$ cat src/rtl/bilinear_upsample_2x_top_defines.svh
// Assertion macros shared by the bilinear 2x upsampler RTL.
`ifndef BILINEAR_UPSAMPLE_2X_TOP_DEFINES_SVH
`define BILINEAR_UPSAMPLE_2X_TOP_DEFINES_SVH

// Check a property on every aclk edge outside reset.
`define BU2X_ASSERT(lbl, prop, msg) \
    lbl: assert property (@(posedge aclk) disable iff (!aresetn) prop) else $error(msg);

// Check that a condition implies another in the same cycle.
`define BU2X_ASSERT_SAME(lbl, ante, cons, msg) `BU2X_ASSERT(lbl, (ante) |-> (cons), msg)

// Check that a condition implies another in the next cycle.
`define BU2X_ASSERT_NEXT(lbl, ante, cons, msg) `BU2X_ASSERT(lbl, (ante) |=> (cons), msg)

`endif

$ cat src/rtl/bu2x_pkg.sv
// Package of the bilinear 2x upsampler: defaults, register indexes, quad kinds.
package bu2x_pkg;

    // Default sizes of the block
    localparam int DEF_MAX_WIDTH  = 1024;
    localparam int DEF_MAX_HEIGHT = 4096;
    localparam int DEF_PIXEL_BITS = 8;

    // Register values after reset
    localparam int RESET_PIC_WIDTH  = 176;
    localparam int RESET_PIC_HEIGHT = 144;

    // Configuration register indexes
    localparam int CFG_INDEX_BITS = 1;
    typedef enum logic [CFG_INDEX_BITS-1:0] {
        REG_PIC_WIDTH  = 1'b0,
        REG_PIC_HEIGHT = 1'b1
    } cfg_reg_t;

    // Quad kinds a pixel can complete, in emission order
    localparam int Q_DIAG    = 0;  // quad up and left of the pixel
    localparam int Q_UP      = 1;  // quad above the pixel (last column)
    localparam int Q_LEFT    = 2;  // quad left of the pixel (last row)
    localparam int Q_SELF    = 3;  // quad of the pixel itself (last column and row)
    localparam int NUM_QUADS = 4;

    typedef logic [NUM_QUADS-1:0] quad_mask_t;

    // Round a bit count up to whole bytes
    function automatic int byte_round(input int bits);
        return ((bits + 7) / 8) * 8;
    endfunction

endpackage

$ cat src/rtl/bu2x_emit.sv
// Quad stage: holds one pixel's pending quads, averages them and drives the output register.
`include "bilinear_upsample_2x_top_defines.svh"

module bu2x_emit
    import bu2x_pkg::*;
#(
    parameter int MAX_WIDTH  = DEF_MAX_WIDTH,
    parameter int MAX_HEIGHT = DEF_MAX_HEIGHT,
    parameter int PIXEL_BITS = DEF_PIXEL_BITS,
    localparam int COL_BITS  = $clog2(MAX_WIDTH),
    localparam int ROW_BITS  = $clog2(MAX_HEIGHT)
) (
    input  logic                  aclk,
    input  logic                  aresetn,
    input  logic                  accept,
    input  logic [PIXEL_BITS-1:0] pixel,
    input  logic [COL_BITS-1:0]   st_col,
    input  logic [ROW_BITS-1:0]   st_row,
    input  logic [PIXEL_BITS-1:0] st_left,
    input  quad_mask_t            st_mask,
    input  logic [PIXEL_BITS-1:0] ram_rd,
    output logic                  s_ready,
    output logic                  m_valid,
    input  logic                  m_ready,
    output logic [COL_BITS-1:0]   out_col,
    output logic [ROW_BITS-1:0]   out_row,
    output logic [PIXEL_BITS-1:0] out_tl,
    output logic [PIXEL_BITS-1:0] out_tr,
    output logic [PIXEL_BITS-1:0] out_bl,
    output logic [PIXEL_BITS-1:0] out_br,
    output logic                  out_last
);

    // Pixel stage
    quad_mask_t            pend_reg;
    quad_mask_t            pend_next;
    logic [COL_BITS-1:0]   col_s_reg;
    logic [ROW_BITS-1:0]   row_s_reg;
    logic [PIXEL_BITS-1:0] pix_s_reg;
    logic [PIXEL_BITS-1:0] left_s_reg;
    logic [PIXEL_BITS-1:0] ul_s_reg;

    // Output register
    logic                  m_valid_reg;
    logic [COL_BITS-1:0]   out_col_reg;
    logic [ROW_BITS-1:0]   out_row_reg;
    logic [PIXEL_BITS-1:0] out_tl_reg;
    logic [PIXEL_BITS-1:0] out_tr_reg;
    logic [PIXEL_BITS-1:0] out_bl_reg;
    logic [PIXEL_BITS-1:0] out_br_reg;
    logic                  out_last_reg;

    quad_mask_t            issue_sel;
    quad_mask_t            pend_after;
    logic                  out_load;
    logic [PIXEL_BITS-1:0] up;
    logic [PIXEL_BITS-1:0] qa;
    logic [PIXEL_BITS-1:0] qb;
    logic [PIXEL_BITS-1:0] qc;
    logic [PIXEL_BITS-1:0] qd;
    logic [COL_BITS-1:0]   qcol;
    logic [ROW_BITS-1:0]   qrow;
    logic [PIXEL_BITS:0]   sum_ab;
    logic [PIXEL_BITS:0]   sum_ac;
    logic [PIXEL_BITS+1:0] sum_abcd;

    // Pixel above the staged one, read at accept
    assign up = ram_rd;

    // Issue the earliest pending quad when the output register frees up
    assign issue_sel  = pend_reg & (~pend_reg + quad_mask_t'(1));
    assign out_load   = (pend_reg != '0) && (!m_valid_reg || m_ready);
    assign pend_after = out_load ? (pend_reg & ~issue_sel) : pend_reg;
    assign s_ready    = (pend_after == '0);
    assign pend_next  = accept ? st_mask : pend_after;

    // Select corner pixels and position of the issued quad
    always_comb begin
        qa   = pix_s_reg;
        qb   = pix_s_reg;
        qc   = pix_s_reg;
        qd   = pix_s_reg;
        qcol = col_s_reg;
        qrow = row_s_reg;
        if (pend_reg[Q_DIAG]) begin
            qa   = ul_s_reg;
            qb   = up;
            qc   = left_s_reg;
            qd   = pix_s_reg;
            qcol = col_s_reg - COL_BITS'(1);
            qrow = row_s_reg - ROW_BITS'(1);
        end else if (pend_reg[Q_UP]) begin
            qa   = up;
            qb   = up;
            qc   = pix_s_reg;
            qd   = up;
            qrow = row_s_reg - ROW_BITS'(1);
        end else if (pend_reg[Q_LEFT]) begin
            qa   = left_s_reg;
            qb   = pix_s_reg;
            qc   = left_s_reg;
            qd   = left_s_reg;
            qcol = col_s_reg - COL_BITS'(1);
        end
    end

    // Truncated means
    assign sum_ab   = {1'b0, qa} + {1'b0, qb};
    assign sum_ac   = {1'b0, qa} + {1'b0, qc};
    assign sum_abcd = {2'b00, qa} + {2'b00, qb} + {2'b00, qc} + {2'b00, qd};

    // Hold the pending quads of the staged pixel
    always_ff @(posedge aclk) begin
        if (!aresetn) begin
            pend_reg <= '0;
        end else begin
            pend_reg <= pend_next;
        end
    end

    always_ff @(posedge aclk) begin
        if (accept) begin
            col_s_reg  <= st_col;
            row_s_reg  <= st_row;
            pix_s_reg  <= pixel;
            left_s_reg <= st_left;
            ul_s_reg   <= ram_rd;
        end
    end

    // Output register valid
    always_ff @(posedge aclk) begin
        if (!aresetn) begin
            m_valid_reg <= 1'b0;
        end else if (out_load) begin
            m_valid_reg <= 1'b1;
        end else if (m_ready) begin
            m_valid_reg <= 1'b0;
        end
    end

    // Output register payload
    always_ff @(posedge aclk) begin
        if (out_load) begin
            out_col_reg  <= qcol;
            out_row_reg  <= qrow;
            out_tl_reg   <= qa;
            out_tr_reg   <= sum_ab[PIXEL_BITS:1];
            out_bl_reg   <= sum_ac[PIXEL_BITS:1];
            out_br_reg   <= sum_abcd[PIXEL_BITS+1:2];
            out_last_reg <= (pend_after == '0);
        end
    end

    assign m_valid  = m_valid_reg;
    assign out_col  = out_col_reg;
    assign out_row  = out_row_reg;
    assign out_tl   = out_tl_reg;
    assign out_tr   = out_tr_reg;
    assign out_bl   = out_bl_reg;
    assign out_br   = out_br_reg;
    assign out_last = out_last_reg;

    `BU2X_ASSERT_NEXT(a_no_bubble, !m_valid_reg && (pend_reg != '0), m_valid_reg, "pending quad not issued")
    `BU2X_ASSERT_NEXT(a_stage_drained, out_load && (pend_after == '0) && !accept, !out_load, "quad issued from empty stage")
    `BU2X_ASSERT_NEXT(a_self_flat, out_load && issue_sel[Q_SELF], (out_tl_reg == out_br_reg) && (out_tr_reg == out_bl_reg), "corner quad not flat")
    `BU2X_ASSERT_SAME(a_accept_empty, accept, pend_after == '0, "pixel accepted over pending quads")

endmodule
$ cat config.mk
export PLATFORM = sky130hd
export DESIGN_NAME = bu2x_emit
export DESIGN_NICKNAME = d
export VERILOG_FILES = /design/src/rtl/bu2x_pkg.sv /design/src/rtl/bu2x_emit.sv
export VERILOG_INCLUDE_DIRS = /design/src /design/src/rtl
export SDC_FILE = /design/constraint.sdc
export NUM_CORES = 1
export LEC_CHECK = 0
export ABC_AREA = 0
export ABC_CLOCK_PERIOD_IN_PS = 11500
export BUFFER_PORTS_ARGS = -buffer_cell sky130_fd_sc_hd__buf_2
export CAP_MARGIN = 20
export CORE_MARGIN = 8
export CORE_UTILIZATION = 60
export CTS_CLUSTER_SIZE = 8
export DETAILED_ROUTE_END_ITERATION = 8
export HOLD_SLACK_MARGIN = 0.02
export PLACE_DENSITY = 0.88
export SYNTH_ARGS = -nofsm -noshare
export SYNTH_HDL_FRONTEND = slang
export SYNTH_SLANG_ARGS = --single-unit
export TNS_END_PERCENT = 100
$ cat constraint.sdc
create_clock -name aclk -period 11.5 [get_ports aclk]
set_clock_uncertainty 0.1 [all_clocks]
set_input_delay 2.3 -clock aclk [delete_from_list [all_inputs] [get_ports aclk]]
set_output_delay 2.3 -clock aclk [all_outputs]
set_load 0.02 [all_outputs]
== After elaboration in Yosys (flattened, before gate mapping) ==
Cells that the tools add are included.

* Register bits after elaboration: 106
* Bits of input ports: 54
* Logic and storage cells: 49

* Add/subtract/negate cells: 8
* Multiplexer cells: 17
* Bitwise operators: 4
* Reduce and logical (&&, ||, !) cells: 6

{| class="wikitable"
|+ Operators with widths
! kind !! count
|-
| 8-bit 2-to-1 mux || 8
|-
| 10-bit 2-to-1 mux || 3
|-
| 8-bit by 8-bit adder with 9-bit output || 3
|-
| 12-bit 2-to-1 mux || 2
|-
| 12-bit by 1-bit subtractor with 12-bit output, second input constant || 1
|-
| 10-bit by 8-bit adder with 10-bit output || 1
|-
| 9-bit by 8-bit adder with 10-bit output || 1
|-
| 10-bit by 1-bit subtractor with 10-bit output, second input constant || 1
|-
| 4-bit bitwise AND || 2
|-
| 4-bit 2-to-1 mux || 2
|-
| 4-bit NOT || 2
|-
| 4-bit by 1-bit adder with 4-bit output, second input constant || 1
|-
| 4-bit zero test || 1
|-
| 4-bit nonzero test || 1
|-
| 1-bit 2-to-1 mux || 2
|-
| 2-bit nonzero test || 1
|-
| 1-bit logical AND || 1
|-
| 1-bit zero test || 1
|-
| 1-bit logical OR || 1
|}

== Depth between registers and ports, before layout ==
* Depth in word-level cells: 7
* Mapped depth: 17

== Worst setup path after synthesis ==
OpenSTA, ideal clock, no wires.

* Kind: input-to-reg
* Start point: in m_ready
* End point: reg out_bl_reg[0], in the netlist out_bl[0], enable pin
* Setup time: 0.486 ns
* Arrival: 5.187 ns
* Required time: 10.914 ns
* Setup slack: 5.727 ns
* Stages: 3
* Path buffers: 1
* Path through: nor2b_1 > clkbuf_1 > a21oi_1

* Cells in the longest elaborated chain, start to end: 2

{| class="wikitable"
|+ Ends and longest elaborated chain
! item !! RTL line !! text
|-
| from (decl) || bu2x_emit.sv:24 || <nowiki>input logic m_ready,</nowiki>
|-
| 1-bit logical OR || bu2x_emit.sv:72 || <nowiki>assign out_load = (pend_reg != '0) && (!m_valid_reg || m_ready);</nowiki>
|-
| 1-bit logical AND || bu2x_emit.sv:72 ||
|-
| via out_load || bu2x_emit.sv:55 || <nowiki>logic out_load;</nowiki>
|-
| to (signal assigned) || bu2x_emit.sv:149 || <nowiki>out_bl_reg <= sum_ac[PIXEL_BITS:1];</nowiki>
|-
| to (decl) || bu2x_emit.sv:49 || <nowiki>logic [PIXEL_BITS-1:0] out_bl_reg;</nowiki>
|}

The timed path passes the listed nets, and every way through them passes these cells.
A chain may end at the register's enable or synchronous reset.

== Worst setup path after layout ==
* Start point: in m_ready
* End point: out s_ready

* Cells in the longest elaborated chain, start to end: 4

{| class="wikitable"
|+ Ends and longest elaborated chain
! item !! RTL line !! text
|-
| 1-bit logical OR || bu2x_emit.sv:72 ||
|-
| 1-bit logical AND || bu2x_emit.sv:72 ||
|-
| 4-bit 2-to-1 mux || bu2x_emit.sv:73 || <nowiki>assign pend_after = out_load ? (pend_reg & ~issue_sel) : pend_reg;</nowiki>
|-
| 4-bit zero test || bu2x_emit.sv:74 || <nowiki>assign s_ready = (pend_after == '0);</nowiki>
|-
| to (decl) || bu2x_emit.sv:22 || <nowiki>output logic s_ready,</nowiki>
|}

Every way passes these cells.

==> results.md <==
- Final HPWL DP: 9280 um
- Async S/R FF share, synth: 0
- # diodes: 0
- CTS H-Tree Depth: 3
- Setup repair bufs after CTS: 0
- Yosys warnings: 0
- Req. time, crit path: 9.10 ns
- Layout cells sized above 1: 0.261
- Worst-path fanout max: 8
- Number of fill cells in the layout: 653
- Final min period: 6.05 ns
- Gr ovfl total: 0
- VDD IR max: 108 uV
- Post-synth cell types: 53
- WL/cell: 17.6 um
- Die Ht: 113 um
- Initial antenna violation count: 0
- Max Used Layer: met4
- LEAKAGE: 2.80 nW
- Clock Tree Buf Depth: 2
- I/O pin cnt: 111
- RSZ-0062 raised after global routing: false
- Cts repair resizes: 0
- Worst setup EP type: primary output
- Total clock sinks: 106
- Sequential share of power: 0.432
- Int Power: 0.000778 W
- WS Path Type: primary input to primary output
- Setup violators final: 0
- Crit-path cells: buf_2 -> nor2b_1 -> maj3_1 -> o21ai_0 -> nand2_1 -> o21ai_0 -> buf_2
- Crit path launch type: primary input
- Critical Path Slowest Stage Cell: nor2b_1
- NetSw: 0.000448 W
- First-pass detailed-route iteration total: 5
- Width of the chip: 113 um
- Max-Cap Viols: 0
- Clock-pin slew on the worst setup and hold paths: 0.12 ns
- Post-DR vias/cell: 5.55
- Hold bufs inserted after CTS: 0
- # DRC: 0
- Count leader, synth: edfxtp_1
- Post-synth top area share: 0.533
- Combinational Power Share: 0.376
- Fin nets: 661
- Vias in the first global route: 3982
- Fmax: 165 MHz
- Area added between synthesis and finish: 16.1%
- Total track usage: 0.199
- Clock Power Share: 0.191
- Global-route wire length before repair: 20000 um
- Area contributors post-synth: edfxtp_1, fa_1, ha_1
- Final Hold Fails: 0
- Metal2 WL: 6220 um
- WL met3: 721 um
- Sw Ratio: 0.365
- Max-slew headroom: 0.396
- CTS tree: built
- Clock root buffer: clkbuf_8
- Slew Viols, Final: 0
- Synth Flop Type: edfxtp_1
- Row count: 35
- Pwr Density: 185 nW/um2
- Seq/Total Area, Yosys: 0.550
- Pin slew with the least headroom to its limit: 0.905 ns
- Die Footprint: 12900 um2
- 1st-iter DRT viols: 203
- Syn nets: 547
- Worst skew pair latency: 0.38 ns
- Synth Instances: 451
- Antenna viol nets, final: 0
- Post-synth EDFFs: 101
- Tcrit/Tclk final: 0.526
- Pwr Total: 0.00123 W
- Largest net degree at the start of global routing: 56
- DR vias: 3880
- Hold/Removal Path Class: flop to flop
- Initial core utilization: 0.616
- Setup tns final: 0 ns
- Num CTS Buffers: 9
- #FFs+latches synth: 106
- Syn avg cell area: 12.6 um2
- Buf/Inv on CP: 2
- Post-synth top cells: edfxtp_1, inv_1, a21oi_1
- Outcome: finished clean
- Final WL: 12300 um
- IO buf count: 110
- Delay-heaviest family, CP: simple AND/OR/NAND/NOR gates
- Synth area leader: edfxtp_1
- Routability cong.: 0.900
- Critical path's largest stage delay: 0.45 ns
- Critical Path AT: 3.65 ns
- Core ar.: 9240 um2
- Met1 wire length: 5120 um
- Synth Cell Area: 5700 um2
## area by class of cell
| class | count | area, um2 | share of cell area |
|---|---|---|---|
| flip-flops and latches | 106 | 3130 | 0.474 |
| multi-input cells | 293 | 2360 | 0.357 |
| repair buffers | 113 | 586 | 0.0886 |
| well taps | 129 | 161 | 0.0244 |
| inverters | 42 | 158 | 0.0238 |
| clock buffers | 9 | 124 | 0.0187 |
| clock inverters | 7 | 92.6 | 0.0140 |
## metrics by stage
step                utilization  std cells  hold WS (ns)  cell area, um2  worst slack, ns
floorplan                     -        451         0.423            5700             5.73
finish                    0.716        699         0.495            6610             5.45
detailed placement        0.690        682         0.477            6380             5.48
global route              0.716        699         0.529            6610             5.38
global placement          0.690        682         0.435            6380             5.56
CTS                       0.713        698         0.503            6590             5.48
## layer usage
metal / up-vias / GRT usage
met3: 20 / 0.0396
li1: 1856 / -
met4: 0 / 0.0764
met5: - / 0
met1: 1844 / 0.243
met2: 160 / 0.340
## power by group through the flow
| stage | clock network, W | registers, W | logic, W |
|---|---|---|---|
| floorplan | 0 | 0.000588 | 0.000280 |
| global placement | 0 | 0.000536 | 0.000445 |
| detailed placement | 0 | 0.000539 | 0.000459 |
| CTS | 0.000237 | 0.000530 | 0.000462 |
| global route | 0.000253 | 0.000536 | 0.000511 |
| finish | 0.000235 | 0.000530 | 0.000461 |
## cells in the final DEF (no fill, tap or decap), drive strengths merged, types with 4 or more instances in the layout
master	count
a211oi	4
a21o	16
a21oi	35
and2	5
buf	113
clkbuf	9
clkinv	4
dfxtp	5
edfxtp	101
fa	18
ha	24
inv	44
mux2	6
mux2i	19
nand2	20
nor2	35
nor4	6
o211ai	4
o21ai	19
o31ai	5
xnor2	17
xor2	14
## logic make-up after synthesis
group | count (synthesis) | synth area share
fa+ha+maj | 43 | 0.118
mux | 25 | 0.0453
simple gates | 96 | 0.0912
xor+xnor | 31 | 0.0477
buf+inv | 52 | 0.0378
flops | 106 | 0.550
compound gates | 98 | 0.110
## worst paths after layout
| kind | start | cells after the start | to | slack, ns |
|---|---|---|---|---|
| max reg2reg | pend_reg[1]$_SDFF_PN0_ | 14 | out_br[5]$_DFFE_PP_ | 6.55 |
| max | m_ready | 7 | s_ready | 5.45 |
| min reg2reg | row_s_reg[11]$_DFFE_PP_ | 1 | out_row[11]$_DFFE_PP_ | 0.49 |
| min | row_s_reg[11]$_DFFE_PP_ | 1 | out_row[11]$_DFFE_PP_ | 0.49 |
Power figures use the tool's default switching activity.
