===== src/rtl/bilinear_upsample_2x_top_defines.svh =====
// Assertion macros shared by the bilinear 2x upsampler RTL.
`ifndef BILINEAR_UPSAMPLE_2X_TOP_DEFINES_SVH
`define BILINEAR_UPSAMPLE_2X_TOP_DEFINES_SVH

// Check a property on every aclk edge outside reset.
`define BU2X_ASSERT(lbl, prop, msg) \
    lbl: assert property (@(posedge aclk) disable iff (!aresetn) prop) else $error(msg);

// Check that a condition implies another in the same cycle.
`define BU2X_ASSERT_SAME(lbl, ante, cons, msg) `BU2X_ASSERT(lbl, (ante) |-> (cons), msg)

// Check that a condition implies another in the next cycle.
`define BU2X_ASSERT_NEXT(lbl, ante, cons, msg) `BU2X_ASSERT(lbl, (ante) |=> (cons), msg)

`endif


===== src/rtl/bu2x_pkg.sv =====
// Package of the bilinear 2x upsampler: defaults, register indexes, quad kinds.
package bu2x_pkg;

    // Default sizes of the block
    localparam int DEF_MAX_WIDTH  = 1024;
    localparam int DEF_MAX_HEIGHT = 4096;
    localparam int DEF_PIXEL_BITS = 8;

    // Register values after reset
    localparam int RESET_PIC_WIDTH  = 176;
    localparam int RESET_PIC_HEIGHT = 144;

    // Configuration register indexes
    localparam int CFG_INDEX_BITS = 1;
    typedef enum logic [CFG_INDEX_BITS-1:0] {
        REG_PIC_WIDTH  = 1'b0,
        REG_PIC_HEIGHT = 1'b1
    } cfg_reg_t;

    // Quad kinds a pixel can complete, in emission order
    localparam int Q_DIAG    = 0;  // quad up and left of the pixel
    localparam int Q_UP      = 1;  // quad above the pixel (last column)
    localparam int Q_LEFT    = 2;  // quad left of the pixel (last row)
    localparam int Q_SELF    = 3;  // quad of the pixel itself (last column and row)
    localparam int NUM_QUADS = 4;

    typedef logic [NUM_QUADS-1:0] quad_mask_t;

    // Round a bit count up to whole bytes
    function automatic int byte_round(input int bits);
        return ((bits + 7) / 8) * 8;
    endfunction

endpackage


===== src/rtl/bu2x_front.sv =====
// Front end: configuration registers, raster counters and quad selection per pixel.
`include "bilinear_upsample_2x_top_defines.svh"

module bu2x_front
    import bu2x_pkg::*;
#(
    parameter int MAX_WIDTH  = DEF_MAX_WIDTH,
    parameter int MAX_HEIGHT = DEF_MAX_HEIGHT,
    parameter int PIXEL_BITS = DEF_PIXEL_BITS,
    localparam int COL_BITS  = $clog2(MAX_WIDTH),
    localparam int ROW_BITS  = $clog2(MAX_HEIGHT),
    localparam int WCFG_BITS = $clog2(MAX_WIDTH + 1),
    localparam int HCFG_BITS = $clog2(MAX_HEIGHT + 1),
    localparam int CFG_DATA_BITS = (WCFG_BITS > HCFG_BITS) ? WCFG_BITS : HCFG_BITS
) (
    input  logic                      aclk,
    input  logic                      aresetn,
    input  logic                      cfg_we,
    input  logic [CFG_INDEX_BITS-1:0] cfg_index,
    input  logic [CFG_DATA_BITS-1:0]  cfg_data,
    input  logic                      accept,
    input  logic [PIXEL_BITS-1:0]     pixel,
    output logic [COL_BITS-1:0]       st_col,
    output logic [ROW_BITS-1:0]       st_row,
    output logic [PIXEL_BITS-1:0]     st_left,
    output quad_mask_t                st_mask
);

    logic [WCFG_BITS-1:0]  pic_width_reg;
    logic [HCFG_BITS-1:0]  pic_height_reg;
    logic [COL_BITS-1:0]   col_reg;
    logic [COL_BITS-1:0]   col_next;
    logic [ROW_BITS-1:0]   row_reg;
    logic [ROW_BITS-1:0]   row_next;
    logic [PIXEL_BITS-1:0] left_reg;
    logic [WCFG_BITS-1:0]  eff_width;
    logic [HCFG_BITS-1:0]  eff_height;
    logic                  last_col;
    logic                  last_row;

    // Write configuration registers
    always_ff @(posedge aclk) begin
        if (!aresetn) begin
            pic_width_reg  <= WCFG_BITS'(RESET_PIC_WIDTH);
            pic_height_reg <= HCFG_BITS'(RESET_PIC_HEIGHT);
        end else if (cfg_we) begin
            unique case (cfg_reg_t'(cfg_index))
                REG_PIC_WIDTH:  pic_width_reg  <= cfg_data[WCFG_BITS-1:0];
                REG_PIC_HEIGHT: pic_height_reg <= cfg_data[HCFG_BITS-1:0];
                default: ;
            endcase
        end
    end

    // Clamp sizes: zero counts as one, oversize saturates
    always_comb begin
        if (pic_width_reg == '0) begin
            eff_width = WCFG_BITS'(1);
        end else if (pic_width_reg > WCFG_BITS'(MAX_WIDTH)) begin
            eff_width = WCFG_BITS'(MAX_WIDTH);
        end else begin
            eff_width = pic_width_reg;
        end
        if (pic_height_reg == '0) begin
            eff_height = HCFG_BITS'(1);
        end else if (pic_height_reg > HCFG_BITS'(MAX_HEIGHT)) begin
            eff_height = HCFG_BITS'(MAX_HEIGHT);
        end else begin
            eff_height = pic_height_reg;
        end
    end

    // A counter at or past the edge counts as the edge
    assign last_col = WCFG_BITS'(col_reg) >= (eff_width - WCFG_BITS'(1));
    assign last_row = HCFG_BITS'(row_reg) >= (eff_height - HCFG_BITS'(1));

    // Pick the quads this pixel completes
    always_comb begin
        st_mask         = '0;
        st_mask[Q_DIAG] = (col_reg != '0) && (row_reg != '0);
        st_mask[Q_UP]   = last_col && (row_reg != '0);
        st_mask[Q_LEFT] = last_row && (col_reg != '0);
        st_mask[Q_SELF] = last_col && last_row;
    end

    // Advance the raster position
    always_comb begin
        col_next = col_reg;
        row_next = row_reg;
        if (last_col) begin
            col_next = '0;
            row_next = last_row ? '0 : row_reg + ROW_BITS'(1);
        end else begin
            col_next = col_reg + COL_BITS'(1);
        end
    end

    always_ff @(posedge aclk) begin
        if (!aresetn) begin
            col_reg  <= '0;
            row_reg  <= '0;
            left_reg <= '0;
        end else if (accept) begin
            col_reg  <= col_next;
            row_reg  <= row_next;
            left_reg <= pixel;
        end
    end

    assign st_col  = col_reg;
    assign st_row  = row_reg;
    assign st_left = left_reg;

    `BU2X_ASSERT(a_col_in_store, col_reg <= COL_BITS'(MAX_WIDTH - 1), "column beyond line store")
    `BU2X_ASSERT(a_row_in_range, row_reg <= ROW_BITS'(MAX_HEIGHT - 1), "row beyond height limit")
    `BU2X_ASSERT_NEXT(a_wrap_on_self, accept && st_mask[Q_SELF], (col_reg == '0) && (row_reg == '0), "no wrap after picture end")

endmodule


===== config.mk =====
export PLATFORM = sky130hd
export DESIGN_NAME = bu2x_front
export DESIGN_NICKNAME = d
export VERILOG_FILES = /design/src/rtl/bu2x_pkg.sv /design/src/rtl/bu2x_front.sv
export VERILOG_INCLUDE_DIRS = /design/src /design/src/rtl
export SDC_FILE = /design/constraint.sdc
export NUM_CORES = 1
export LEC_CHECK = 0
export ABC_AREA = 0
export ABC_CLOCK_PERIOD_IN_PS = 6700
export BUFFER_PORTS_ARGS = -buffer_cell sky130_fd_sc_hd__buf_4
export CAP_MARGIN = 30
export CORE_MARGIN = 2
export CORE_UTILIZATION = 56
export CTS_CLUSTER_DIAMETER = 80
export CTS_CLUSTER_SIZE = 20
export DETAILED_ROUTE_END_ITERATION = 8
export PLACE_DENSITY = 0.79
export SETUP_SLACK_MARGIN = 0.05
export SLEW_MARGIN = 5
export SYNTH_ARGS = -nofsm -noshare
export SYNTH_HDL_FRONTEND = slang
export SYNTH_SLANG_ARGS = --single-unit
export TNS_END_PERCENT = 100

===== constraint.sdc =====
create_clock -name aclk -period 6.7 [get_ports aclk]
set_clock_uncertainty 0.15 [all_clocks]
set_input_delay 1.34 -clock aclk [delete_from_list [all_inputs] [get_ports aclk]]
set_output_delay 1.34 -clock aclk [all_outputs]
set_load 0.01 [all_outputs]

After elaboration in Yosys (flattened, before gate mapping)
Cells that the tools add are included.
{"block": "op_classes", "addsub": 4, "order_cmp": 4, "mux": 6, "n_bitwise": 1, "reduce_logical": 11}
{"op": "$mux W13", "n": 2}
{"op": "$mux W11", "n": 2}
{"op": "$ge A12 B13 Y1", "n": 1}
{"op": "$gt A13 B13 Y1 const B", "n": 1}
{"op": "$logic_not A13 Y1", "n": 1}
{"op": "$sub A13 B1 Y13 const B", "n": 1}
{"op": "$add A12 B1 Y12 const B", "n": 1}
{"op": "$mux W12", "n": 1}
{"op": "$reduce_bool A12 Y1", "n": 1}
{"op": "$ge A10 B11 Y1", "n": 1}
{"op": "$gt A11 B11 Y1 const B", "n": 1}
{"op": "$logic_not A11 Y1", "n": 1}
{"op": "$sub A11 B1 Y11 const B", "n": 1}
{"op": "$add A10 B1 Y10 const B", "n": 1}
{"op": "$mux W10", "n": 1}
{"op": "$reduce_bool A10 Y1", "n": 1}
{"op": "$reduce_and A2 Y1", "n": 3}
{"op": "$logic_and A1 B1 Y1", "n": 4}
{"op": "$not A1 Y1", "n": 1}
{"block": "word_totals", "register_bits": 54, "input_bits": 26, "out_inout_bits": 34}

Logic depth before layout (Yosys ltp)
Gate-level depths: netlist of run 1.
{"block": "depth", "word_depth": 6, "ltp_mapped": 19, "ltp_nobuf": 16}

Worst setup path after synthesis of run 1
OpenSTA, ideal clock, no wires.
{"block": "synth_path", "kind": "reg2out", "startpoint": "register pic_height_reg[2]", "endpoint": "output st_mask[2]", "t_arrival_ns": 3.649, "required_time_ns": 5.210, "slack_ns": 1.561, "stages_incl_launch_ff": 19, "cell_sequence": "dfxtp_1 or4_1 clkbuf_1 and4bb_2 nand2_1 nand2b_1 nand2_1 ha_1 clkbuf_1 nand2_1 or3_1 a32oi_1 ha_1 a211o_1 a2111oi_0 a2bb2oi_1 nor4_2 buf_2 nor2b_1"}
{"block": "synth_between", "elab_chain_len": 6, "word_cells_on_any_way": 7}
{"item": "start: declaration", "line": "bu2x_front.sv:30", "source": "logic [HCFG_BITS-1:0] pic_height_reg;"}
{"item": "start signal: assignment", "line": "bu2x_front.sv:45", "source": "pic_height_reg <= HCFG_BITS'(RESET_PIC_HEIGHT);"}
{"item": "start signal: assignment", "line": "bu2x_front.sv:49", "source": "REG_PIC_HEIGHT: pic_height_reg <= cfg_data[HCFG_BITS-1:0];"}
{"item": "$gt A13 B13 Y1", "line": "bu2x_front.sv:66", "source": "end else if (pic_height_reg > HCFG_BITS'(MAX_HEIGHT)) begin"}
{"item": "$mux W13", "line": "bu2x_front.sv:66"}
{"item": "$mux W13 *", "line": "bu2x_front.sv:64", "source": "if (pic_height_reg == '0) begin"}
{"item": "$sub A13 B1 Y13 *", "line": "bu2x_front.sv:75", "source": "assign last_row = HCFG_BITS'(row_reg) >= (eff_height - HCFG_BITS'(1));"}
{"item": "$ge A12 B13 Y1 *", "line": "bu2x_front.sv:75"}
{"item": "$logic_and A1 B1 Y1 *", "line": "bu2x_front.sv:82", "source": "st_mask[Q_LEFT] = last_row && (col_reg != '0);"}
{"item": "end: declaration", "line": "bu2x_front.sv:26", "source": "output quad_mask_t st_mask"}
Every way passes the cells marked *; elsewhere a longest branch is shown, timed or not.

Worst setup path after layout of run 1
Same ends and word-level chain as after synthesis.

==> metrics.md, run 1 <==
| Metric | Value |
|---|---|
| Status | finished clean |
| Synth async-reset ratio | 0% |
| Max reg flops | 13 |
| Most common library cells after synthesis | nand2_1 (79), dfxtp_1 (54), a21oi_1 (31), nor2_1 (31), ha_1 (28) |
| GRT Resource Usage Total | a little over a quarter |
| Share of the synthesized area in the top cell type | roughly a third |
| Worst slew pin tran | approximately 0.76 ns |
| Drt total wl | approximately 8700 microns |
| CP required | 5.21 ns |
| # clock sinks | 54 |
| Post-CTS Setup Repair Bufs | 0 |
| Crit path kind | flop to primary output |
| Synth Area in XOR/XNOR | 3.06% |
| Layout cells sized above 1 | between 15 and 20% |
| Number of synthesized flops with an enable pin | 0 |
| Post-Syn Nets | 489 |
| DRC Markers | 0 |
| Syn avg cell area | just under 8 sq um |
| CORE AREA | 0.00592 sq mm |
| Leak | ~0.0017 uW |
| Hold buffer count at CTS | 0 |
| Avg Vias per Cell | 6.16 |
| Count of cells resized by post-cts repair | 0 |
| Fillers | ~550 |
| Synth cell types | 50 |
| Starting DRT DRC Count | approximately 160 |
| Post-Place Cells | between 500 and 600 |
| Via count | between 3,000 and 4,000 |
| Crit path buf inv count | 2 |
| Die ar. | slightly below 0.007 sq mm |
| Crit path max fanout | 14 |
| Setup TNS | 0 ns |
| Final cell count without fillers | ~560 |
| Slowest-stage cell, CP | or4_1 |
| Dpl hpwl | approximately 6400 microns |
| Worst skew pair latency | a little over 0.3 ns |
| Complex-gate fraction of the synthesized area | around a fifth |
| RSZ-0062 raised after global routing | no |
| Clock root buffer | clkbuf_8 |
| CP Launch Type | flop |
| Critical Path Most Common Cell | nand2_1 |
| I/O Buffers | 59 |
| Simple-Gate Fraction of Synth Area | around 29% |
| Max-slew headroom | 48.6% |
| Crit-path cells | or4_1, and4bb_2, nand2_1, nand2b_1, nand2_1, ha_1, nand2_1, or3_1, a32oi_1, ha_1, a211o_1, a2111oi_0, a2bb2oi_1, nor4_2, buf_4, nor2b_1, buf_4 |
| Post-synthesis adder-cell area fraction | roughly a tenth |
| Worst path max stage delay | roughly 0.65 ns |
| Post-Syn Area | about 0.0034 sq mm |
| Register area share after synthesis | a little under a third |
| # IOs | 60 |
| Layout net count | ~540 |
| Main combinational cell family by area after synthesis | simple AND/OR/NAND/NOR gates |
| DR WL/cell | between 15 and 20 microns |
| Largest net degree at the start of global routing | 44 |
| Remaining antenna violation count | 0 |
| Register bit total from synthesis | 54 |
| Max Slew Vio Count | 0 |
| Worst Path Arrival | 4.45 ns |
| Final min period | around 5.9 ns |
| Hold WC Path Type | flop to flop |
| Final Instance Area | roughly 0.004 sq mm |
| Congestion Overflow GR | 0 |
| Tot Pwr | 646 uW |
| CTS tree | yes |
| Setup violations, final | 0 |
| Number of global-route vias before repair | ~3,100 |
| Crit path depth | 17 |
| Final Hold Viols | 0 |
| Die Ht | 82.3 microns |
| Synth warnings | 0 |
| Initial DRT Pass Iterations | 5 |
| Count leader, synth | nand2_1 |
| Worst IR Drop VDD | between 100 and 150 uV |
| Max clock buf depth | 2 |
| Critical path's top delay family | simple AND/OR/NAND/NOR gates |
| Mapped Cells | 435 |
| Main flop type after synthesis | dfxtp_1 |
| CTS buffer count | 5 |
| Initial core utilization | 57.9% |
| Area after DPL | ~0.004 sq mm |
| Clock transition at the registers of the reported paths | 0.10 ns |
| First-pass GRT wire length | approximately 14,000 microns |
| Multiplexer share of the synthesized area | under 10% |
| # rows | 28 |
| Tcrit/Tclk final | 88.7% |
| Cell taking the most area after synthesis | dfxtp_1 |
| Synth area leaders | dfxtp_1 (32%), ha_1 (10%), nand2_1 (8.6%), a21oi_1 (4.5%), nor2_1 (3.4%) |
| Antenna violations before repair | 0 |
| # Max-Cap Violations | 0 |
| Hold Path Depth | 2 |
| Placer congestion estimate | 0.960 |
| Final core utilization | approximately two thirds |
| Diodes inserted | 0 |
| Die X | slightly above 80 microns |
| Worst setup EP type | primary output |
| Max Freq | approximately 170 MHz |
| Power per standard cell area | about 160 mW/mm^2 |
| Area grow syn2layout | 16.3% |
| H-tree depth | 2 |
| FF-to-FF path depth | 17 |
-- placed cells by master (no fill, tap or decap), types with 13 or more instances in the layout --
master    netlist  final
a21oi_1        31     31
and3_1         13     13
buf_4           0     62
dfxtp_1        54     54
ha_1           28     28
nand2_1        79     79
nand3_1        14     14
nor2_1         31     31
o211ai_1       14     14
-- per-stage QoR --
stage	hold slack (ns)	worst slack, ns
3_3_place_gp	0.314	1.36
5_1_grt	0.364	0.492
6_report	0.330	0.757
3_5_place_dp	0.317	1.16
2_1_floorplan	0.295	1.56
4_1_cts	0.332	0.792
-- metal layers --
layer	GRT usage, %	wire, microns	up-vias
met1	35.4	4000	1617
met3	4.78	510	11
met5	0	0	-
li1	-	-	1689
met2	45.1	4130	113
met4	7.00	76	0
-- kinds of logic (layout without fill, tap and decap cells) --
family / Yosys count / in the layout
AND/OR/NAND/NOR: 201 / 201
AO/OA/AOI/OAI: 97 / 97
flip-flops: 54 / 54
buffers and inverters: 33 / 80
adder cells (fa/ha/maj): 28 / 28
XOR/XNOR: 12 / 12
multiplexers: 10 / 10
-- report_power, final --
| group | internal, uW | switching [uW] |
|---|---|---|
| Combinational | 49.2 | 63.9 |
| Clock | 73.7 | 113 |
| Sequential | 332 | 14.9 |
| Total | 455 | 191 |
-- path summary, 6_finish.rpt --
kind	start	to	slack [ns]
min	pic_height_reg[1]$_SDFFE_PN0P_	pic_height_reg[1]$_SDFFE_PN0P_	0.33
max	pic_height_reg[2]$_SDFFE_PN0P_	st_mask[2]	0.76
max reg2reg	pic_height_reg[2]$_SDFFE_PN0P_	st_row[1]$_SDFFE_PN0P_	1.98
min reg2reg	pic_height_reg[1]$_SDFFE_PN0P_	pic_height_reg[1]$_SDFFE_PN0P_	0.33
-- final cells by class --
| cell class | instances | area (sq um) | area share (%) |
|---|---|---|---|
| clock inverters | 3 | 21.3 | 0.533 |
| well taps | 75 | 93.8 | 2.35 |
| multi-input cells | 348 | 2220 | 55.7 |
| clock buffers | 5 | 68.8 | 1.73 |
| inverters | 10 | 37.5 | 0.941 |
| repair buffers | 62 | 465 | 11.7 |
| flip-flops and latches | 54 | 1080 | 27.1 |
-- worst reg2reg max path: stages, from the launching register on --
cell and delay, ns:
dfxtp_1 0.36, or4_1 0.65, and4bb_2 0.39, nand2_1 0.08
nand2b_1 0.10, nand2_1 0.08, ha_1 0.32, nand2_1 0.12
or3_1 0.11, a32oi_1 0.11, ha_1 0.32, a211o_1 0.28
a2111oi_0 0.39, a2bb2oi_1 0.25, nor4_2 0.08, buf_4 0.19
or4b_1 0.51, a21oi_1 0.16
(Power assumes the default switching activity.)
==> run 2, diff against run 1 <==
--- a/config.mk
+++ b/config.mk
@@ -16,6 +16,7 @@
 export CTS_CLUSTER_SIZE = 20
 export DETAILED_ROUTE_END_ITERATION = 8
 export PLACE_DENSITY = 0.79
+export REMOVE_ABC_BUFFERS = 1
 export SETUP_SLACK_MARGIN = 0.05
 export SLEW_MARGIN = 5
 export SYNTH_ARGS = -nofsm -noshare
==> metrics.md, run 2 (synthesis results as in run 1) <==
| Metric | Value |
|---|---|
| Status | finished clean |
| Final Hold Viols | 0 |
| Number of global-route vias before repair | approximately 3,000 |
| Final min period | 5.91 ns |
| Max-slew headroom | around 53% |
| CTS tree | yes |
| Max Freq | roughly 170 MHz |
| Antenna violations before repair | 0 |
| Worst skew pair latency | 0.31 ns |
| Crit path buf inv count | 2 |
| Diodes inserted | 0 |
| Reg2Reg Setup Slack | 1.76 ns |
| Die ar. | 0.00677 sq mm |
| Net Switching | 185 uW |
| Area grow syn2layout | 16.9% |
| # Max-Cap Violations | 0 |
| Congestion Overflow GR | 0 |
| CTS buffer count | 5 |
| First-pass GRT wire length | 13,900 microns |
| PnR worst setup slack | 0.786 ns |
| Starting DRT DRC Count | about 150 |
| FF-to-FF path depth | 18 |
| Layout cells sized above 1 | between 15 and 20% |
| Most common cell after layout, fill and taps aside | nand2_1 |
| Hold Path End | pic_width_reg[9]$_SDFFE_PN0P_ |
| DR WL/cell | ~15 microns |
| Initial DRT Pass Iterations | 6 |
| # rows | 28 |
| # IOs | 60 |
| Reg-to-reg critical path startpoint | pic_height_reg[2]$_SDFFE_PN0P_ |
| Clock power frac | approximately 32% |
| Tcrit/Tclk final | roughly 90% |
| Critical Path Most Common Cell | nand2_1 |
| Placer congestion estimate | 0.938 |
| RSZ-0062 raised after global routing | no |
| Count of cells resized by post-cts repair | 0 |
| Max reg flops | 13 |
| Remaining antenna violation count | 0 |
| Setup TNS | 0 ns |
| CP Launch Type | flop |
| Fillers | ~530 |
| # clock sinks | 54 |
| DRC Markers | 0 |
| Max clock buf depth | 2 |
| Worst slack at placement | between 1 and 1.5 ns |
| H-tree depth | 2 |
| Slowest-stage cell, CP | or4_1 |
| Worst slew pin tran | 0.706 ns |
| Critical path's top delay family | simple AND/OR/NAND/NOR gates |
| Initial core utilization | between 50 and 60% |
| R2R Path End | st_row[10]$_SDFFE_PN0P_ |
| CP required | around 5.2 ns |
| Avg Vias per Cell | 5.94 |
| Worst Path Arrival | around 4.4 ns |
| GRT Resource Usage Total | between 20% and 30% |
| Setup violations, final | 0 |
| Internal cell power | between 400 and 500 uW |
| Hold WC Path Type | flop to flop |
| Dpl hpwl | ~6000 microns |
| Max Slew Vio Count | 0 |
| Drt total wl | around 8300 microns |
| Combinational power share | between 15 and 20% |
| Hold Path Depth | 2 |
| Die Ht | approximately 82 microns |
| Reg power frac | around half |
| Sw Share | a little over a quarter |
| Crit path depth | 17 |
| Layout net count | 535 |
| Worst IR Drop VDD | between 100 and 150 uV |
| Power per standard cell area | around 170 mW/mm^2 |
| Crit path kind | flop to primary output |
| Hold Startpoint | pic_width_reg[9]$_SDFFE_PN0P_ |
| Clock root buffer | clkbuf_8 |
| Crit path max fanout | 14 |
| CORE AREA | between 0.005 and 0.006 sq mm |
| Crit-path cells | or4_1, and4bb_2, nand2_1, nand2b_1, nand2_1, ha_1, nand2_1, or3_1, a32oi_1, ha_1, a211o_1, a2111oi_0, a2bb2oi_1, nor4_2, buf_4, nor2b_1, buf_4 |
| Largest net degree at the start of global routing | 44 |
| Die X | a little over 80 microns |
| Worst path max stage delay | 0.64 ns |
| Commonest non-fill, non-tap cells in the layout | nand2_1 (79), buf_4 (62), dfxtp_1 (54), nor2_1 (31), a21oi_1 (31) |
| Worst setup EP type | primary output |
| Via count | between 3,000 and 4,000 |
| Post-CTS Setup Repair Bufs | 0 |
| Leak | 0.00175 uW |
| I/O Buffers | 59 |
| Clock transition at the registers of the reported paths | roughly 0.10 ns |
| Hold buffer count at CTS | 0 |
[run 2: per-layer routing]
layer	up-vias	track usage [%]	routed length (microns)
met3	8	3.80	437
li1	1682	-	-
met2	108	42.1	3840
met4	0	7.17	70
met5	-	0	0
met1	1512	35.9	3910
[run 2: how the worst max path moves through the flow]
stage,startpoint,to,slack (ns)
floorplan,pic_height_reg[2]$_SDFFE_PN0P_,st_mask[2],1.61
global placement,pic_height_reg[2]$_SDFFE_PN0P_,st_mask[2],1.37
CTS,pic_height_reg[2]$_SDFFE_PN0P_,st_mask[2],0.81
global route,pic_height_reg[2]$_SDFFE_PN0P_,st_mask[2],0.48
finish,pic_height_reg[2]$_SDFFE_PN0P_,st_mask[2],0.79
detailed placement,pic_height_reg[2]$_SDFFE_PN0P_,st_mask[2],1.16
[run 2: final cells by class]
class | count | area (sq um) | share of cell area (%)
Multi-Input combinational cell | 348 | 2220 | 55.4
Sequential cell | 54 | 1080 | 27.0
Timing Repair Buffer | 62 | 465 | 11.6
Tap cell | 75 | 93.8 | 2.34
Clock buffer | 6 | 72.6 | 1.81
Clock inverter | 2 | 37.5 | 0.936
Inverter | 10 | 37.5 | 0.936
[run 2: worst min-delay path, cell delays in order (launching register included)]
cell     delay [ns]
dfxtp_1        0.34
nand2_1        0.06
a21oi_1        0.06
[run 2: through the flow]
step	utilization, %	cells	total power (uW)	cell area [sq um]	hold WS [ns]
after floorplan	-	412	420	3340	0.295
after global placement	65.7	548	460	3890	0.314
after global routing	67.7	557	711	4010	0.363
final	67.7	557	678	4010	0.337
after detailed placement	65.8	549	464	3900	0.322
after CTS	67.7	557	681	4010	0.336
[run 2: power groups by stage]
stage	registers, uW	logic, uW	clock network [uW]
global route	349	127	235
finish	346	112	220
floorplan	352	68.6	0
CTS	346	111	223
global placement	353	107	0
detailed placement	354	110	0
==> run 3, diff against run 2 <==
--- a/config.mk
+++ b/config.mk
@@ -7,7 +7,6 @@
 export NUM_CORES = 1
 export LEC_CHECK = 0
 export ABC_AREA = 0
-export ABC_CLOCK_PERIOD_IN_PS = 6700
 export BUFFER_PORTS_ARGS = -buffer_cell sky130_fd_sc_hd__buf_4
 export CAP_MARGIN = 30
 export CORE_MARGIN = 2
@@ -15,6 +14,7 @@
 export CTS_CLUSTER_DIAMETER = 80
 export CTS_CLUSTER_SIZE = 20
 export DETAILED_ROUTE_END_ITERATION = 8
+export MAX_ROUTING_LAYER = met4
 export PLACE_DENSITY = 0.79
 export REMOVE_ABC_BUFFERS = 1
 export SETUP_SLACK_MARGIN = 0.05
@@ -22,4 +22,4 @@
 export SYNTH_ARGS = -nofsm -noshare
 export SYNTH_HDL_FRONTEND = slang
 export SYNTH_SLANG_ARGS = --single-unit
-export TNS_END_PERCENT = 100
+export TNS_END_PERCENT = 1
==> metrics.md, run 3 (synthesis results as in run 1) <==
| Metric | Value |
|---|---|
| Status | finished clean |
| Power per standard cell area | ~170 mW/mm^2 |
| Clock transition at the registers of the reported paths | roughly 0.10 ns |
| Hold WC Path Type | flop to flop |
| Diodes inserted | 0 |
| Routed wl met3 | approximately 400 microns |
| M1 WL | between 3000 and 4000 microns |
| Worst Path Arrival | between 4 and 5 ns |
| Worst slew pin tran | a little over 0.7 ns |
| Layout cells sized above 1 | between 15 and 20% |
| Layout net count | 535 |
| Max Freq | about 170 MHz |
| Slowest-stage cell, CP | or4_1 |
| Congestion Overflow GR | 0 |
| DRC Markers | 0 |
| Dpl hpwl | about 6000 microns |
| Leak | between 0.0015 and 0.002 uW |
| I/O Buffers | approximately 60 |
| Initial DRT Pass Iterations | 5 |
| Initial core utilization | between 50 and 60% |
| Number of global-route vias before repair | 3,026 |
| Crit-path cells | or4_1, and4bb_2, nand2_1, nand2b_1, nand2_1, ha_1, nand2_1, or3_1, a32oi_1, ha_1, a211o_1, a2111oi_0, a2bb2oi_1, nor4_2, buf_4, nor2b_1, buf_4 |
| Worst skew pair latency | around 0.3 ns |
| Multi-input logic area | between 0.002 and 0.0025 sq mm |
| Post-CTS Setup Repair Bufs | 0 |
| Max Slew Vio Count | 0 |
| RSZ-0062 raised after global routing | no |
| # Max-Cap Violations | 0 |
| Reg area | 0.00108 sq mm |
| # rows | 28 |
| Die ar. | 0.00677 sq mm |
| Hold buffer count at CTS | 0 |
| Avg Vias per Cell | 5.94 |
| Starting DRT DRC Count | ~150 |
| Tcrit/Tclk final | between 80% and 90% |
| Max-slew headroom | about half |
| Max clock buf depth | 2 |
| Drt total wl | about 8300 microns |
| Setup violations, final | 0 |
| Largest net degree at the start of global routing | 44 |
| # IOs | 60 |
| Count of cells resized by post-cts repair | 0 |
| GRT Resource Usage Total | 26.7% |
| Area after DPL | a little under 0.004 sq mm |
| # clock sinks | 54 |
| Worst setup EP type | primary output |
| DR WL/cell | 14.8 microns |
| CTS buffer count | 5 |
| WL met2 | about 3800 microns |
| Critical Path Most Common Cell | nand2_1 |
| First-pass GRT wire length | approximately 14,000 microns |
| Commonest non-fill, non-tap cells in the layout | nand2_1 (79), buf_4 (62), dfxtp_1 (54), nor2_1 (31), a21oi_1 (31) |
| Top routing layer in use | met4 |
| Final min period | slightly below 6 ns |
| Worst IR Drop VDD | about 120 uV |
| Crit path kind | flop to primary output |
| Most common cell after layout, fill and taps aside | nand2_1 |
| Fillers | ~530 |
| Die X | slightly above 80 microns |
| CTS tree | yes |
| H-tree depth | 2 |
| Placer congestion estimate | ~0.95 |
| CP Launch Type | flop |
| Final Instance Area | between 0.004 and 0.005 sq mm |
| Setup TNS | 0 ns |
| Area grow syn2layout | 16.9% |
| Via count | around 3,300 |
| Clock root buffer | clkbuf_8 |
| Worst path max stage delay | around 0.64 ns |
| CP required | 5.21 ns |
| Remaining antenna violation count | 0 |
| Die Ht | 82.3 microns |
| CORE AREA | between 0.005 and 0.006 sq mm |
| Crit path max fanout | 14 |
| Final Hold Viols | 0 |
| Antenna violations before repair | 0 |
| Max reg flops | 13 |
| Final core utilization | 67.7% |
run 3: cell counts in the layout (fill, tap and decap cells not counted):
Identical to the previous run, type by type.
run 3: final timing paths:
path,startpoint,end,slack (ns),depth (start not counted)
max,pic_height_reg[2]$_SDFFE_PN0P_,st_mask[2],0.79,17
min,pic_width_reg[9]$_SDFFE_PN0P_,pic_width_reg[9]$_SDFFE_PN0P_,0.34,2
max reg2reg,pic_height_reg[2]$_SDFFE_PN0P_,st_row[10]$_SDFFE_PN0P_,1.76,18
min reg2reg,pic_width_reg[9]$_SDFFE_PN0P_,pic_width_reg[9]$_SDFFE_PN0P_,0.34,2
run 3: report_power, final:
group	switching, uW	internal [uW]
sequential	14.5	332
combinational	62.7	49.2
clock	108	112
run 3: critical path: cells and delay by family, from the launching register on:
family | cells | cell delay (ns)
adder cells (fa/ha/maj) | 2 | 0.63
buffers and inverters | 2 | 0.34
AO/OA/AOI/OAI | 4 | 1.08
AND/OR/NAND/NOR | 9 | 1.71
flip-flops | 1 | 0.36
run 3: layer usage:
layer	GRT usage [%]	vias to the layer above
met1	36.1	1504
met3	3.37	13
met2	42.2	104
met5	-	-
li1	-	1685
met4	7.17	0
run 3: layout make-up:
class                   instances  share of cell area [%]
multi-input cells             348                    55.4
clock buffers                   6                    1.81
clock inverters                 2                   0.936
inverters                      10                   0.936
well taps                      75                    2.34
repair buffers                 62                    11.6
flip-flops and latches         54                    27.0
run 3: metrics by stage:
stage                     setup slack, ns  total power [uW]  hold slack (ns)  cells
after floorplan                      1.61               420            0.295    412
after global placement               1.37               460            0.314    548
after detailed placement             1.16               464            0.322    549
after CTS                           0.814               681            0.336    557
after global routing                0.476               711            0.363    557
final                               0.787               678            0.335    557
